## config.mk

```make
export PLATFORM = sky130hd
export DESIGN_NAME = mips_subset_instruction_decoder_unit
export DESIGN_NICKNAME = d
export VERILOG_FILES = /design/src/rtl/msid_pkg.sv /design/src/rtl/mips_subset_instruction_decoder_unit.sv
export SDC_FILE = /design/constraint.sdc
export NUM_CORES = 1
export LEC_CHECK = 0
export BUFFER_PORTS_ARGS = -buffer_cell sky130_fd_sc_hd__buf_2
export CORE_UTILIZATION = 37
export DETAILED_ROUTE_END_ITERATION = 8
export PLACE_DENSITY = 0.7
export SYNTH_ARGS = -nofsm -noshare
export SYNTH_HDL_FRONTEND = slang
export SYNTH_SLANG_ARGS = --single-unit
export TNS_END_PERCENT = 5
```

## constraint.sdc

```tcl
create_clock -name clk -period 6.5 [get_ports clk]
set_clock_uncertainty 0.05 [all_clocks]
set_input_delay 0.975 -clock clk [delete_from_list [all_inputs] [get_ports clk]]
set_output_delay 0.975 -clock clk [all_outputs]
set_load 0.01 [all_outputs]
```

## src/rtl/msid_pkg.sv

```systemverilog
// Package for the MIPS subset decoder: result codes, result record and decode function.
// No dependencies; used by the decoder top level and its checker.
package msid_pkg;

  localparam int unsigned InstrWidth = 32;
  localparam int unsigned OutDataWidth = 72;
  localparam int unsigned OutUserWidth = 4;

  // Status codes.
  localparam logic [1:0] ST_OK      = 2'd0;
  localparam logic [1:0] ST_UNKNOWN = 2'd1;
  localparam logic [1:0] ST_BADREG  = 2'd2;

  // Instruction kinds.
  localparam logic [3:0] K_ADD   = 4'd0;
  localparam logic [3:0] K_ADDU  = 4'd1;
  localparam logic [3:0] K_SUB   = 4'd2;
  localparam logic [3:0] K_SUBU  = 4'd3;
  localparam logic [3:0] K_ADDI  = 4'd4;
  localparam logic [3:0] K_ADDIU = 4'd5;
  localparam logic [3:0] K_SLL   = 4'd6;
  localparam logic [3:0] K_SRL   = 4'd7;
  localparam logic [3:0] K_BEQ   = 4'd8;
  localparam logic [3:0] K_BNE   = 4'd9;
  localparam logic [3:0] K_J     = 4'd10;
  localparam logic [3:0] K_JR    = 4'd11;

  // Instruction formats.
  localparam logic [1:0] FMT_R = 2'd0;
  localparam logic [1:0] FMT_I = 2'd1;
  localparam logic [1:0] FMT_J = 2'd2;

  // Pseudo-instruction flags.
  localparam logic [1:0] PS_NONE  = 2'd0;
  localparam logic [1:0] PS_NOP   = 2'd1;
  localparam logic [1:0] PS_CLEAR = 2'd2;
  localparam logic [1:0] PS_MOVE  = 2'd3;

  // Opcodes and function codes.
  localparam logic [5:0] OPC_SPECIAL = 6'd0;
  localparam logic [5:0] OPC_J       = 6'd2;
  localparam logic [5:0] OPC_BEQ     = 6'd4;
  localparam logic [5:0] OPC_BNE     = 6'd5;
  localparam logic [5:0] OPC_ADDI    = 6'd8;
  localparam logic [5:0] OPC_ADDIU   = 6'd9;
  localparam logic [5:0] FN_SLL      = 6'd0;
  localparam logic [5:0] FN_SRL      = 6'd2;
  localparam logic [5:0] FN_JR       = 6'd8;
  localparam logic [5:0] FN_ADD      = 6'd32;
  localparam logic [5:0] FN_ADDU     = 6'd33;
  localparam logic [5:0] FN_SUB      = 6'd34;
  localparam logic [5:0] FN_SUBU     = 6'd35;

  // Which immediate-like field an instruction carries.
  localparam logic [1:0] IMM_NONE  = 2'd0;
  localparam logic [1:0] IMM_16    = 2'd1;
  localparam logic [1:0] IMM_SHAMT = 2'd2;
  localparam logic [1:0] IMM_JUMP  = 2'd3;

  typedef struct packed {
    logic [1:0]  status;
    logic [3:0]  kind;
    logic [1:0]  fmt;
    logic [1:0]  pseudo;
    logic [4:0]  src_reg;
    logic [4:0]  tgt_reg;
    logic [4:0]  dst_reg;
    logic [15:0] immediate;
    logic [27:0] jump_target;
    logic [2:0]  regs_used;
  } msid_res_t;

  // Allowed registers: zero, at, t0..t7, t8, t9.
  function automatic logic msid_reg_ok(logic [4:0] r);
    return (r == 5'd0) || (r == 5'd1) || (r[4:3] == 2'b01) ||
           (r == 5'd24) || (r == 5'd25);
  endfunction

  function automatic msid_res_t msid_decode(logic [InstrWidth-1:0] w);
    msid_res_t   res;
    logic        match;
    logic [1:0]  imm_sel;
    logic        bad_reg;
    logic [5:0]  opc;
    logic [5:0]  fn;
    res     = '0;
    match   = 1'b1;
    imm_sel = IMM_NONE;
    opc     = w[31:26];
    fn      = w[5:0];

    unique case (opc)
      OPC_SPECIAL: begin
        res.fmt = FMT_R;
        res.regs_used = 3'b111;
        unique case (fn)
          FN_ADD:  res.kind = K_ADD;
          FN_ADDU: res.kind = K_ADDU;
          FN_SUB:  res.kind = K_SUB;
          FN_SUBU: res.kind = K_SUBU;
          FN_SLL: begin
            res.kind = K_SLL;
            res.regs_used = 3'b110;
            imm_sel = IMM_SHAMT;
          end
          FN_SRL: begin
            res.kind = K_SRL;
            res.regs_used = 3'b110;
            imm_sel = IMM_SHAMT;
          end
          FN_JR: begin
            res.kind = K_JR;
            res.regs_used = 3'b001;
          end
          default: match = 1'b0;
        endcase
      end
      OPC_ADDI, OPC_ADDIU, OPC_BEQ, OPC_BNE: begin
        res.fmt = FMT_I;
        res.regs_used = 3'b011;
        imm_sel = IMM_16;
        unique case (opc)
          OPC_ADDI:  res.kind = K_ADDI;
          OPC_ADDIU: res.kind = K_ADDIU;
          OPC_BEQ:   res.kind = K_BEQ;
          default:   res.kind = K_BNE;
        endcase
      end
      OPC_J: begin
        res.kind = K_J;
        res.fmt = FMT_J;
        imm_sel = IMM_JUMP;
      end
      default: match = 1'b0;
    endcase

    if (!match) begin
      res = '0;
      res.status = ST_UNKNOWN;
    end else begin
      unique case (imm_sel)
        IMM_16:    res.immediate = w[15:0];
        IMM_SHAMT: res.immediate = {11'd0, w[10:6]};
        IMM_JUMP:  res.jump_target = {w[25:0], 2'b00};
        default:   res.immediate = '0;
      endcase
      if (res.regs_used[0]) res.src_reg = w[25:21];
      if (res.regs_used[1]) res.tgt_reg = w[20:16];
      if (res.regs_used[2]) res.dst_reg = w[15:11];

      bad_reg = (res.regs_used[0] && !msid_reg_ok(res.src_reg)) ||
                (res.regs_used[1] && !msid_reg_ok(res.tgt_reg)) ||
                (res.regs_used[2] && !msid_reg_ok(res.dst_reg));

      // Priority: register check, then nop, clear and move.
      if (bad_reg) begin
        res.status = ST_BADREG;
      end else if (res.kind == K_SLL && res.immediate == '0 &&
                   res.dst_reg == '0 && res.tgt_reg == '0) begin
        res.pseudo = PS_NOP;
      end else if (res.kind == K_ADDU && res.src_reg == '0 && res.tgt_reg == '0) begin
        res.pseudo = PS_CLEAR;
      end else if (res.kind == K_ADDIU && res.immediate == '0) begin
        res.pseudo = PS_MOVE;
      end
    end
    return res;
  endfunction

endpackage

```

## src/rtl/mips_subset_instruction_decoder_unit.sv

```systemverilog
// Top level of the MIPS subset instruction decoder: input register, decode, result register.
// Depends on msid_pkg for the result record and the decode function.
//
// Usage:
//   The input channel (in_tvalid, in_tready, in_tdata) carries one 32-bit
//   instruction word per item. The result channel (out_tvalid, out_tready,
//   out_tdata, out_tuser) returns exactly one decoded result item per input
//   item, in order. out_tuser carries the instruction kind; out_tdata packs
//   the status, format, pseudo flag, register numbers, immediate, jump
//   target and the register-use mask.
//   A word accepted at a clock edge sits in the input register, is decoded
//   by one level of combinational logic and is loaded into the result
//   register once that register is empty or being read.
//   Throughput is one item per cycle while the receiver takes every result;
//   in_tready and the result register's advance condition set this figure.
//   Reset (synchronous, rst_n low) empties both registers; no result is
//   shown until a new word is accepted.
//   When the receiver stalls, the result register holds its item and the
//   input register still takes one more word; with both full, in_tready drops
//   until the receiver takes the waiting result.
//   Unknown encodings give status 1 with all other fields zero; a register
//   outside the allowed set gives status 2 with the decoded fields kept.
module mips_subset_instruction_decoder_unit (
  input  logic                                clk,
  input  logic                                rst_n,
  input  logic                                in_tvalid,
  output logic                                in_tready,
  input  logic [msid_pkg::InstrWidth-1:0]     in_tdata,   // [31:0] instr_word
  output logic                                out_tvalid,
  input  logic                                out_tready,
  // [1:0] status, [3:2] format, [5:4] pseudo, [10:6] src_reg, [15:11] tgt_reg,
  // [20:16] dst_reg, [36:21] immediate, [64:37] jump_target, [67:65] regs_used,
  // [71:68] zero
  output logic [msid_pkg::OutDataWidth-1:0]   out_tdata,
  output logic [msid_pkg::OutUserWidth-1:0]   out_tuser   // [3:0] kind
);
  import msid_pkg::*;

  logic                  in_vld_r;
  logic                  in_vld_nxt;
  logic [InstrWidth-1:0] in_word_r;
  logic                  out_vld_r;
  logic                  out_vld_nxt;
  msid_res_t             res_r;
  msid_res_t             res_nxt;
  logic                  advance;

  // The result register can take a new item when it is empty or being read.
  assign advance   = !out_vld_r || out_tready;
  assign in_tready = !in_vld_r || advance;

  assign in_vld_nxt  = in_tready ? in_tvalid : in_vld_r;
  assign out_vld_nxt = advance ? in_vld_r : out_vld_r;
  assign res_nxt     = msid_decode(in_word_r);

  always_ff @(posedge clk) begin
    if (!rst_n) begin
      in_vld_r  <= 1'b0;
      out_vld_r <= 1'b0;
    end else begin
      in_vld_r  <= in_vld_nxt;
      out_vld_r <= out_vld_nxt;
    end
  end

  // Payload registers need no reset.
  always_ff @(posedge clk) begin
    if (in_tready && in_tvalid) begin
      in_word_r <= in_tdata;
    end
    if (advance && in_vld_r) begin
      res_r <= res_nxt;
    end
  end

  assign out_tvalid = out_vld_r;
  assign out_tuser  = res_r.kind;
  assign out_tdata  = {4'd0, res_r.regs_used, res_r.jump_target, res_r.immediate,
                       res_r.dst_reg, res_r.tgt_reg, res_r.src_reg, res_r.pseudo,
                       res_r.fmt, res_r.status};

endmodule

```

# Yosys cells after proc, flatten, opt, wreduce, memory -nomap -nowiden
# Cells that the tools add are included.
[totals] regBits=106 input_bits=36 out_inout_bits=78 wordCells=111
[classes] eq_ne=29 mux=21 n_bitwise=1 n_reduce_logical=45
[ops] operator="one-hot mux 16 bit (2 select lines)" n=1
[ops] operator="== test 5 bit (second input constant)" n=6
[ops] operator="2-to-1 mux 5 bit" n=6
[ops] operator="== test 6 bit (second input constant)" n=4
[ops] operator="one-hot mux 4 bit (6 select lines)" n=1
[ops] operator="== test 6 x 4 -> 1 bit (second input constant)" n=3
[ops] operator="one-hot mux 6 bit (3 select lines)" n=1
[ops] operator="logical NOT 16 bit" n=1
[ops] operator="logical OR 1 bit" n=16
[ops] operator="2-to-1 mux 16 bit" n=1
[ops] operator="== test 5 x 1 -> 1 bit (second input constant)" n=3
[ops] operator="logical NOT 5 bit" n=3
[ops] operator="== test 6 x 2 -> 1 bit (second input constant)" n=2
[ops] operator="== test 6 x 3 -> 1 bit (second input constant)" n=2
[ops] operator="logical NOT 6 bit" n=2
[ops] operator="one-hot mux 3 bit (2 select lines)" n=2
[ops] operator="one-hot mux 4 bit (3 select lines)" n=1
[ops] operator="logical AND 1 bit" n=11
[ops] operator="== test 2 x 1 -> 1 bit (second input constant)" n=4
[ops] operator="== test 4 x 3 -> 1 bit (second input constant)" n=2
[ops] operator="2-to-1 mux 2 bit" n=4
[ops] operator="OR reduction 7 bit" n=1
[ops] operator="one-hot mux 2 bit (3 select lines)" n=1
[ops] operator="logical NOT 1 bit" n=5
[ops] operator="other kinds (10)" n=13

# Depth between registers and ports, before layout
# Gate-level depths: netlist of run 1.
[logic_depth] word_depth=16 mapped_depth=9

# Worst setup path after synthesis of run 1
# No wires, ideal clock.
[synth_timing] path_type="input -> register" startpoint="input port out_tready" endpoint="register res_r, in the netlist out_tdata[0], enable pin" arrival_time_ns=4.164 required_time_ns=5.943 slack_ns=1.779 stages=2 path_buffers=0 cell_sequence="nor2b_1 -> nor2b_1"
[synth_via] elab_chain_len=2
[synth_rtl] element="start, declared" line="mips_subset_instruction_decoder_unit.sv:30" rtl="input logic out_tready,"
[synth_rtl] element="logical OR 1 bit" line="mips_subset_instruction_decoder_unit.sv:49" rtl="assign advance = !out_vld_r || out_tready;"
[synth_rtl] element="logical AND 1 bit" line="mips_subset_instruction_decoder_unit.sv:71" rtl="if (advance && in_vld_r) begin"
[synth_rtl] element="end signal, assigned" line="mips_subset_instruction_decoder_unit.sv:72" rtl="res_r <= res_nxt;"
[synth_rtl] element="end, declared" line="mips_subset_instruction_decoder_unit.sv:44" rtl="msid_res_t res_r;"
# No other way between the ends.
# A chain may end at the register's enable or synchronous reset.

# Worst setup path in the final report of run 1
[layout_timing] startpoint="register in_word_r[0]" endpoint="register res_r, in the netlist out_tdata[26], data pin"
[layout_via] elab_chain_len=7
[layout_rtl] element="start, declared" line="mips_subset_instruction_decoder_unit.sv:41" rtl="logic [InstrWidth-1:0] in_word_r;"
[layout_rtl] element="start signal, assigned" line="mips_subset_instruction_decoder_unit.sv:69" rtl="in_word_r <= in_tdata;"
[layout_rtl] element="== test 6 x 2 -> 1 bit or logical NOT 6 bit (tied branches)" line="msid_pkg.sv:96" rtl="unique case (fn)"
[layout_rtl] element="OR reduction 2 bit (no source line)"
[layout_rtl] element="2-to-1 mux 2 bit" line="msid_pkg.sv:96"
[layout_rtl] element="one-hot mux 2 bit (3 select lines)" line="msid_pkg.sv:92" rtl="unique case (opc)"
[layout_rtl] element="== test 2 bit or == test 2 x 1 -> 1 bit (tied branches)" line="msid_pkg.sv:141" rtl="unique case (imm_sel)"
[layout_rtl] element="one-hot mux 16 bit (2 select lines)" line="msid_pkg.sv:141"
[layout_rtl] element="2-to-1 mux 16 bit" line="msid_pkg.sv:137" rtl="if (!match) begin"
# Parallel ways exist; a longest one is shown, timed or not. The select of a mux whose other input is x is not followed.

==> results_dict.tcl, run 1 <==
set metrics [dict create \
    cp.required_ps 6660 \
    worstHoldPathType "flip-flop to flip-flop" \
    p_per_area_nw_per_um2 281 \
    multi_input_area_um2 1000 \
    crit_type "flip-flop to flip-flop" \
    max_slew.worst_pin.slew_ps 1040 \
    clk_pin_slew_ps 70 \
    dp_cells 510 \
    regToRegEndpoint "out_tdata[26]" \
    synth_async_sr_flop_share_pct 0 \
    highest_layer "met4" \
    n_antenna_cell 0 \
    wl_met3_um 399 \
    worst_hold_path.endpoint "out_tvalid" \
    cts_max_path_buffers 2 \
    rows 38 \
    seq_area_um2 3100 \
    die-area_um2 11700 \
    fin_area_um2 5180 \
    drv_cap 0 \
    cp-end-kind "flip-flop" \
    firstDrtPassIters 4 \
    regToRegStartpoint "in_word_r[0]" \
    syn2layout_area_growth_pct 24.0 \
    synth_edf_count 102 \
    critPathMaxStageDelay_ps 860 \
    period_share_pct 47.6 \
    drtIter0Drc 100 \
    die-height_um 108 \
    synth_ff_type "edfxtp_1" \
    grt_use_total_pct 14.3 \
    io_buffers 107 \
    synthCells 267 \
    synth_area_leaders "edfxtp_1 (73%), and2_1 (8.2%), buf_4 (1.3%)" \
    clock_sinks 104 \
    io_pins 114 \
    sw_frac_of_total_pct 21.2 \
    relSlewSlack_pct 30.5 \
    drv_slew 0 \
    num-fill-cells 995 \
    grt_overflow 0 \
    p_seq_share_pct 54.4 \
    dp_hpwl_mm 5.67 \
    wire_per_inst_um 15.2 \
    grt_pass1_wl_mm 12.2 \
    met1_length_mm 3.54 \
    pwr-share-clk_pct 39.9 \
    start_util_pct 38.2 \
    h-tree-depth 3 \
    cts_tree "done" \
    grt_setup_unrepaired "no" \
    hold_violations 0 \
    synth-seq-cells 104 \
    worstPathCellList "or4_1 > nor2_1 > a21oi_1 > ha_1 > nor3b_1 > and2_1" \
    drive_gt1_share_pct 35.2 \
    die_w_um 108 \
    combPwrFrac_pct 5.7 \
    met2_wirelength_mm 3.87 \
    synth_commonest_cells "edfxtp_1 (102), and2_1 (55), nor2_1 (14)" \
    yosys_warnings 0 \
    timing.critical_path.slowest_stage_cell "nor3b_1" \
    cts_buffers 9 \
    synthesis.area_um2 4180 \
    ant_nets 0 \
    drcViolationCount 0 \
    dpl_cell_area_um2 4860 \
    r2r_slack_ps 3410 \
    total_leakage_power_nw 1.95 \
    outcome "completed" \
    avgSynthCellArea_um2 15.7 \
    max_freq_mhz 323 \
    cts_root_buf "clkbuf_16" \
    place_congestion 0.825 \
    power.switching_w 0.000309 \
    p_int_w 0.00115 \
    core_area_um2 10900 \
    routed_wl_mm 8.00 \
    worstSkewPairLatency_ps 340 \
    startpoint_type "flip-flop" \
    vias_per_cell 4.62 \
    yosysTopAreaCellShare_pct 73.3 \
    final_util_pct 47.4 \
    final_nets 420 \
    first_global_vias 2295 \
    hold_start "in_vld_r" \
    num_vias 2431 \
    grt_start_max_net_pins 71 \
    synth.most_common_cell "edfxtp_1" \
    ys_seq_area_share_pct 74.3 \
    ctsHoldBuffers 0 \
    crit_arrival_ps 3250 \
    synth_cell_types 44 \
    worstRegToRegCells 6 \
    holdPathStages 1 \
    post-route-min-period_ps 3090 \
    cp_max_fo 11 \
    ir_drop_uv 152 \
    antenna_found_initial 0 \
    post-cts-setup-buffers 0 \
    finalSetupTns_ps 0 \
    p_total_w 0.00145 \
    yosys.area.top_type "edfxtp_1" \
    cts_repair_resize_count 0 \
    setup_violations 0 \
    final_cells 526 \
]
-- how the worst max path moves through the flow --
stage | start | end | slack, ps | cells past startpoint
2_1_floorplan | out_tready | out_tdata[0] | 1780 | 2
3_3_place_gp | in_word_r[0] | out_tdata[26] | 3610 | 6
3_5_place_dp | in_word_r[0] | out_tdata[30] | 3450 | 6
4_1_cts | in_word_r[0] | out_tdata[30] | 3400 | 6
5_1_grt | in_word_r[0] | out_tdata[26] | 3090 | 6
6_report | in_word_r[0] | out_tdata[26] | 3410 | 6
-- critical path: cells and delay by family, from the launching register on --
kind,cells,cell delay (ps)
DFF,1,470
AOI/OAI and AO/OA,1,110
adders and majority gates,1,310
and+or+nand+nor,4,2010
-- stage by stage --
| stage | setup WS, ps | hold slack [ps] |
|---|---|---|
| floorplan | 1780 | 427 |
| global placement | 3610 | 448 |
| detailed placement | 3450 | 474 |
| CTS | 3400 | 495 |
| global route | 3090 | 534 |
| finish | 3410 | 490 |
-- metal layers --
| layer | vias up | track usage [%] |
|---|---|---|
| met5 | - | 0 |
| met1 | 1152 | 18.7 |
| met3 | 14 | 3.01 |
| met4 | 0 | 8.20 |
| li1 | 1198 | - |
| met2 | 67 | 22.3 |
-- cells by family after synthesis --
logic type | count (synthesis) | share of synthesized area [%]
other cells | 1 | 0.0897
flops | 104 | 74.3
xor+xnor | 2 | 0.419
fa+ha+maj | 4 | 1.14
buf+inv | 18 | 2.37
simple gates | 104 | 15.1
mux | 1 | 0.269
compound gates | 33 | 6.41
-- sequential cells by signal, indices dropped and copies added (netlist names) --
register    count
in_word_r      32
out_tuser       4
in_vld_r        1
out_tdata      66
out_tvalid      1
-- final cells by class --
cell class	count	share of cell area (%)
Clock buffer	9	4.34
Clock inverter	7	1.93
Inverter	7	0.507
Multi-Input combinational cell	150	19.4
Sequential cell	104	59.9
Tap cell	140	3.38
Timing Repair Buffer	109	10.6
-- power by group through the flow --
stage | clock network (W) | registers [W] | logic, W
6_report | 0.000580 | 0.000791 | 0.0000837
5_1_grt | 0.000621 | 0.000795 | 0.0000919
4_1_cts | 0.000598 | 0.000791 | 0.0000849
3_5_place_dp | 0 | 0.000806 | 0.0000847
3_3_place_gp | 0 | 0.000805 | 0.0000830
2_1_floorplan | 0 | 0.000815 | 0.0000339
-- cell usage in the layout (no fill, tap or decap), types with 2 or more instances in the layout --
master,count
inv_1,7
a22oi_1,5
ha_1,3
o21ai_1,2
or3_1,4
nor3_1,5
nand2b_1,2
edfxtp_1,102
nor2_1,14
o211a_1,3
buf_4,2
buf_2,107
nand2_1,6
nand3_1,3
dfxtp_1,2
clkbuf_16,9
bufinv_16,2
or4_1,2
conb_1,6
o21a_1,2
and2_1,55
inv_6,3
nor2b_1,2
nor3b_1,2
o21ai_0,4
nor2b_4,2
a21oi_1,8
Power figures use the tool's default switching activity.
==> run 2, diff against run 1 <==
clock period = 2.9 ns   (was 6.5 ns; I/O delays follow)
==> run 2 against run 1 <==
Flip-flop and latch count unchanged. Design area up 1.2%. Maximum frequency is 18% higher. Hold slack lost 280 ps. Largest cell class unchanged.
==> results_dict.tcl, run 2 (synthesis results as in run 1) <==
set metrics [dict create \
    cp.required_ps 3060 \
    critPathMaxStageDelay_ps 750 \
    crit_type "flip-flop to flip-flop" \
    syn2layout_area_growth_pct 25.5 \
    outcome "completed" \
    num-fill-cells 1003 \
    die_w_um 108 \
    ant_nets 0 \
    ir_drop_uv 270 \
    drtIter0Drc 120 \
    ctsHoldBuffers 0 \
    dp_cells 515 \
    sw_frac_of_total_pct 20.7 \
    grt_setup_unrepaired "no" \
    grt_pass1_wl_mm 12.3 \
    drv_cap 0 \
    max_freq_mhz 382 \
    cp_num_buf_inv 1 \
    power.switching_w 0.000690 \
    p_seq_share_pct 52.9 \
    routed_wl_mm 8.26 \
    seq_area_um2 3100 \
    clock_sinks 104 \
    drcViolationCount 0 \
    post-route-min-period_ps 2620 \
    grt_overflow 0 \
    clk_pin_slew_ps 70 \
    die-area_um2 11700 \
    period_share_pct 90.3 \
    fin_area_um2 5250 \
    worstPathCellList "or4_1 > nor2_1 > a21oi_1 > inv_1 > ha_1 > nor2b_2 > and2_1" \
    die-height_um 108 \
    crit_arrival_ps 2780 \
    antenna_found_initial 0 \
    pwr-share-clk_pct 41.2 \
    io_pins 114 \
    combPwrFrac_pct 5.9 \
    mostFrequentLayoutCells "buf_2 (107), edfxtp_1 (102), and2_1 (55), nor2_1 (14), clkbuf_16 (9)" \
    max_slew.worst_pin.slew_ps 928 \
    worstSkewPairLatency_ps 340 \
    dpl_cell_area_um2 4900 \
    vias_per_cell 4.66 \
    setup_violations 0 \
    dp_hpwl_mm 5.82 \
    finalSetupTns_ps 0 \
    startpoint_type "flip-flop" \
    place_congestion 0.850 \
    timing.critical_path.slowest_stage_cell "nor2b_2" \
    start_util_pct 38.2 \
    num_vias 2477 \
    h-tree-depth 3 \
    relSlewSlack_pct 37.9 \
    io_buffers 107 \
    p_per_area_nw_per_um2 637 \
    largest_register_ff_count 66 \
    wire_per_inst_um 15.6 \
    drv_slew 0 \
    final_cells 531 \
    cpLargestDelayFamily "simple AND/OR/NAND/NOR gates" \
    final_util_pct 48.0 \
    grt_use_total_pct 14.5 \
    hold_violations 0 \
    p_int_w 0.00265 \
    final_nets 425 \
    multi_input_area_um2 1010 \
    cp_max_fo 26 \
    cts_buffers 9 \
    cts_root_buf "clkbuf_16" \
    firstDrtPassIters 4 \
    total_leakage_power_nw 1.97 \
    n_antenna_cell 0 \
    rows 38 \
    cts_tree "done" \
    layout_commonest_cell "buf_2" \
    post-cts-setup-buffers 0 \
    cp-end-kind "flip-flop" \
    drive_gt1_share_pct 36.1 \
    core_area_um2 10900 \
    worstHoldPathType "input pin to flip-flop" \
    grt_start_max_net_pins 71 \
    cts_max_path_buffers 2 \
    first_global_vias 2418 \
]
==> run 2: cell types whose count changed in the layout (fill, tap and decap cells not counted), sizes merged <==
cell      delta
buf          +5
bufinv       +1
clkinvlp     +1
inv          -2
==> run 2: layout make-up <==
class | count | area share, %
clock buffer | 9 | 4.29
clock inverter | 7 | 2.27
inverter | 7 | 0.501
multi-input combinational | 150 | 19.2
sequential | 104 | 59.2
tap | 140 | 3.34
timing repair buffer | 114 | 11.2
==> run 2: routing by layer <==
metal	global-route usage [%]	up-vias	wire, um
li1	-	1206	-
met1	17.8	1181	3450
met4	7.82	0	170
met5	0	-	0
met3	2.83	9	453
met2	24.3	81	4190
==> run 2: power groups by stage <==
stage / Clock [W] / Sequential (W) / Combinational [W]
finish: 0.00138 / 0.00177 / 0.000196
global route: 0.00145 / 0.00178 / 0.000215
CTS: 0.00140 / 0.00177 / 0.000198
detailed placement: 0 / 0.00180 / 0.000198
global placement: 0 / 0.00180 / 0.000195
floorplan: 0 / 0.00182 / 0.0000762
==> run 2: stage by stage <==
stage / total power [W] / worst slack [ps] / hold WS [ps]
floorplan: 0.00190 / 82.2 / 426
global placement: 0.00200 / 223 / 448
detailed placement: 0.00200 / 81.4 / 480
CTS: 0.00337 / 60.0 / 204
global route: 0.00344 / 17.2 / 202
finish: 0.00334 / 280 / 210
==> run 2: final timing paths <==
kind,startpoint,end,slack [ps],cells after the start
max,in_word_r[2],out_tdata[61],280,7
min,in_tdata[8],in_word_r[8],210,1
max reg2reg,in_word_r[2],out_tdata[61],280,7
min reg2reg,in_vld_r,out_tvalid,490,1
==> run 2: repair_timing <==
action	in CTS	in global routing
resized for setup	0	1
hold endpoints to repair	0	0
endpoints found under the setup margin	0	11
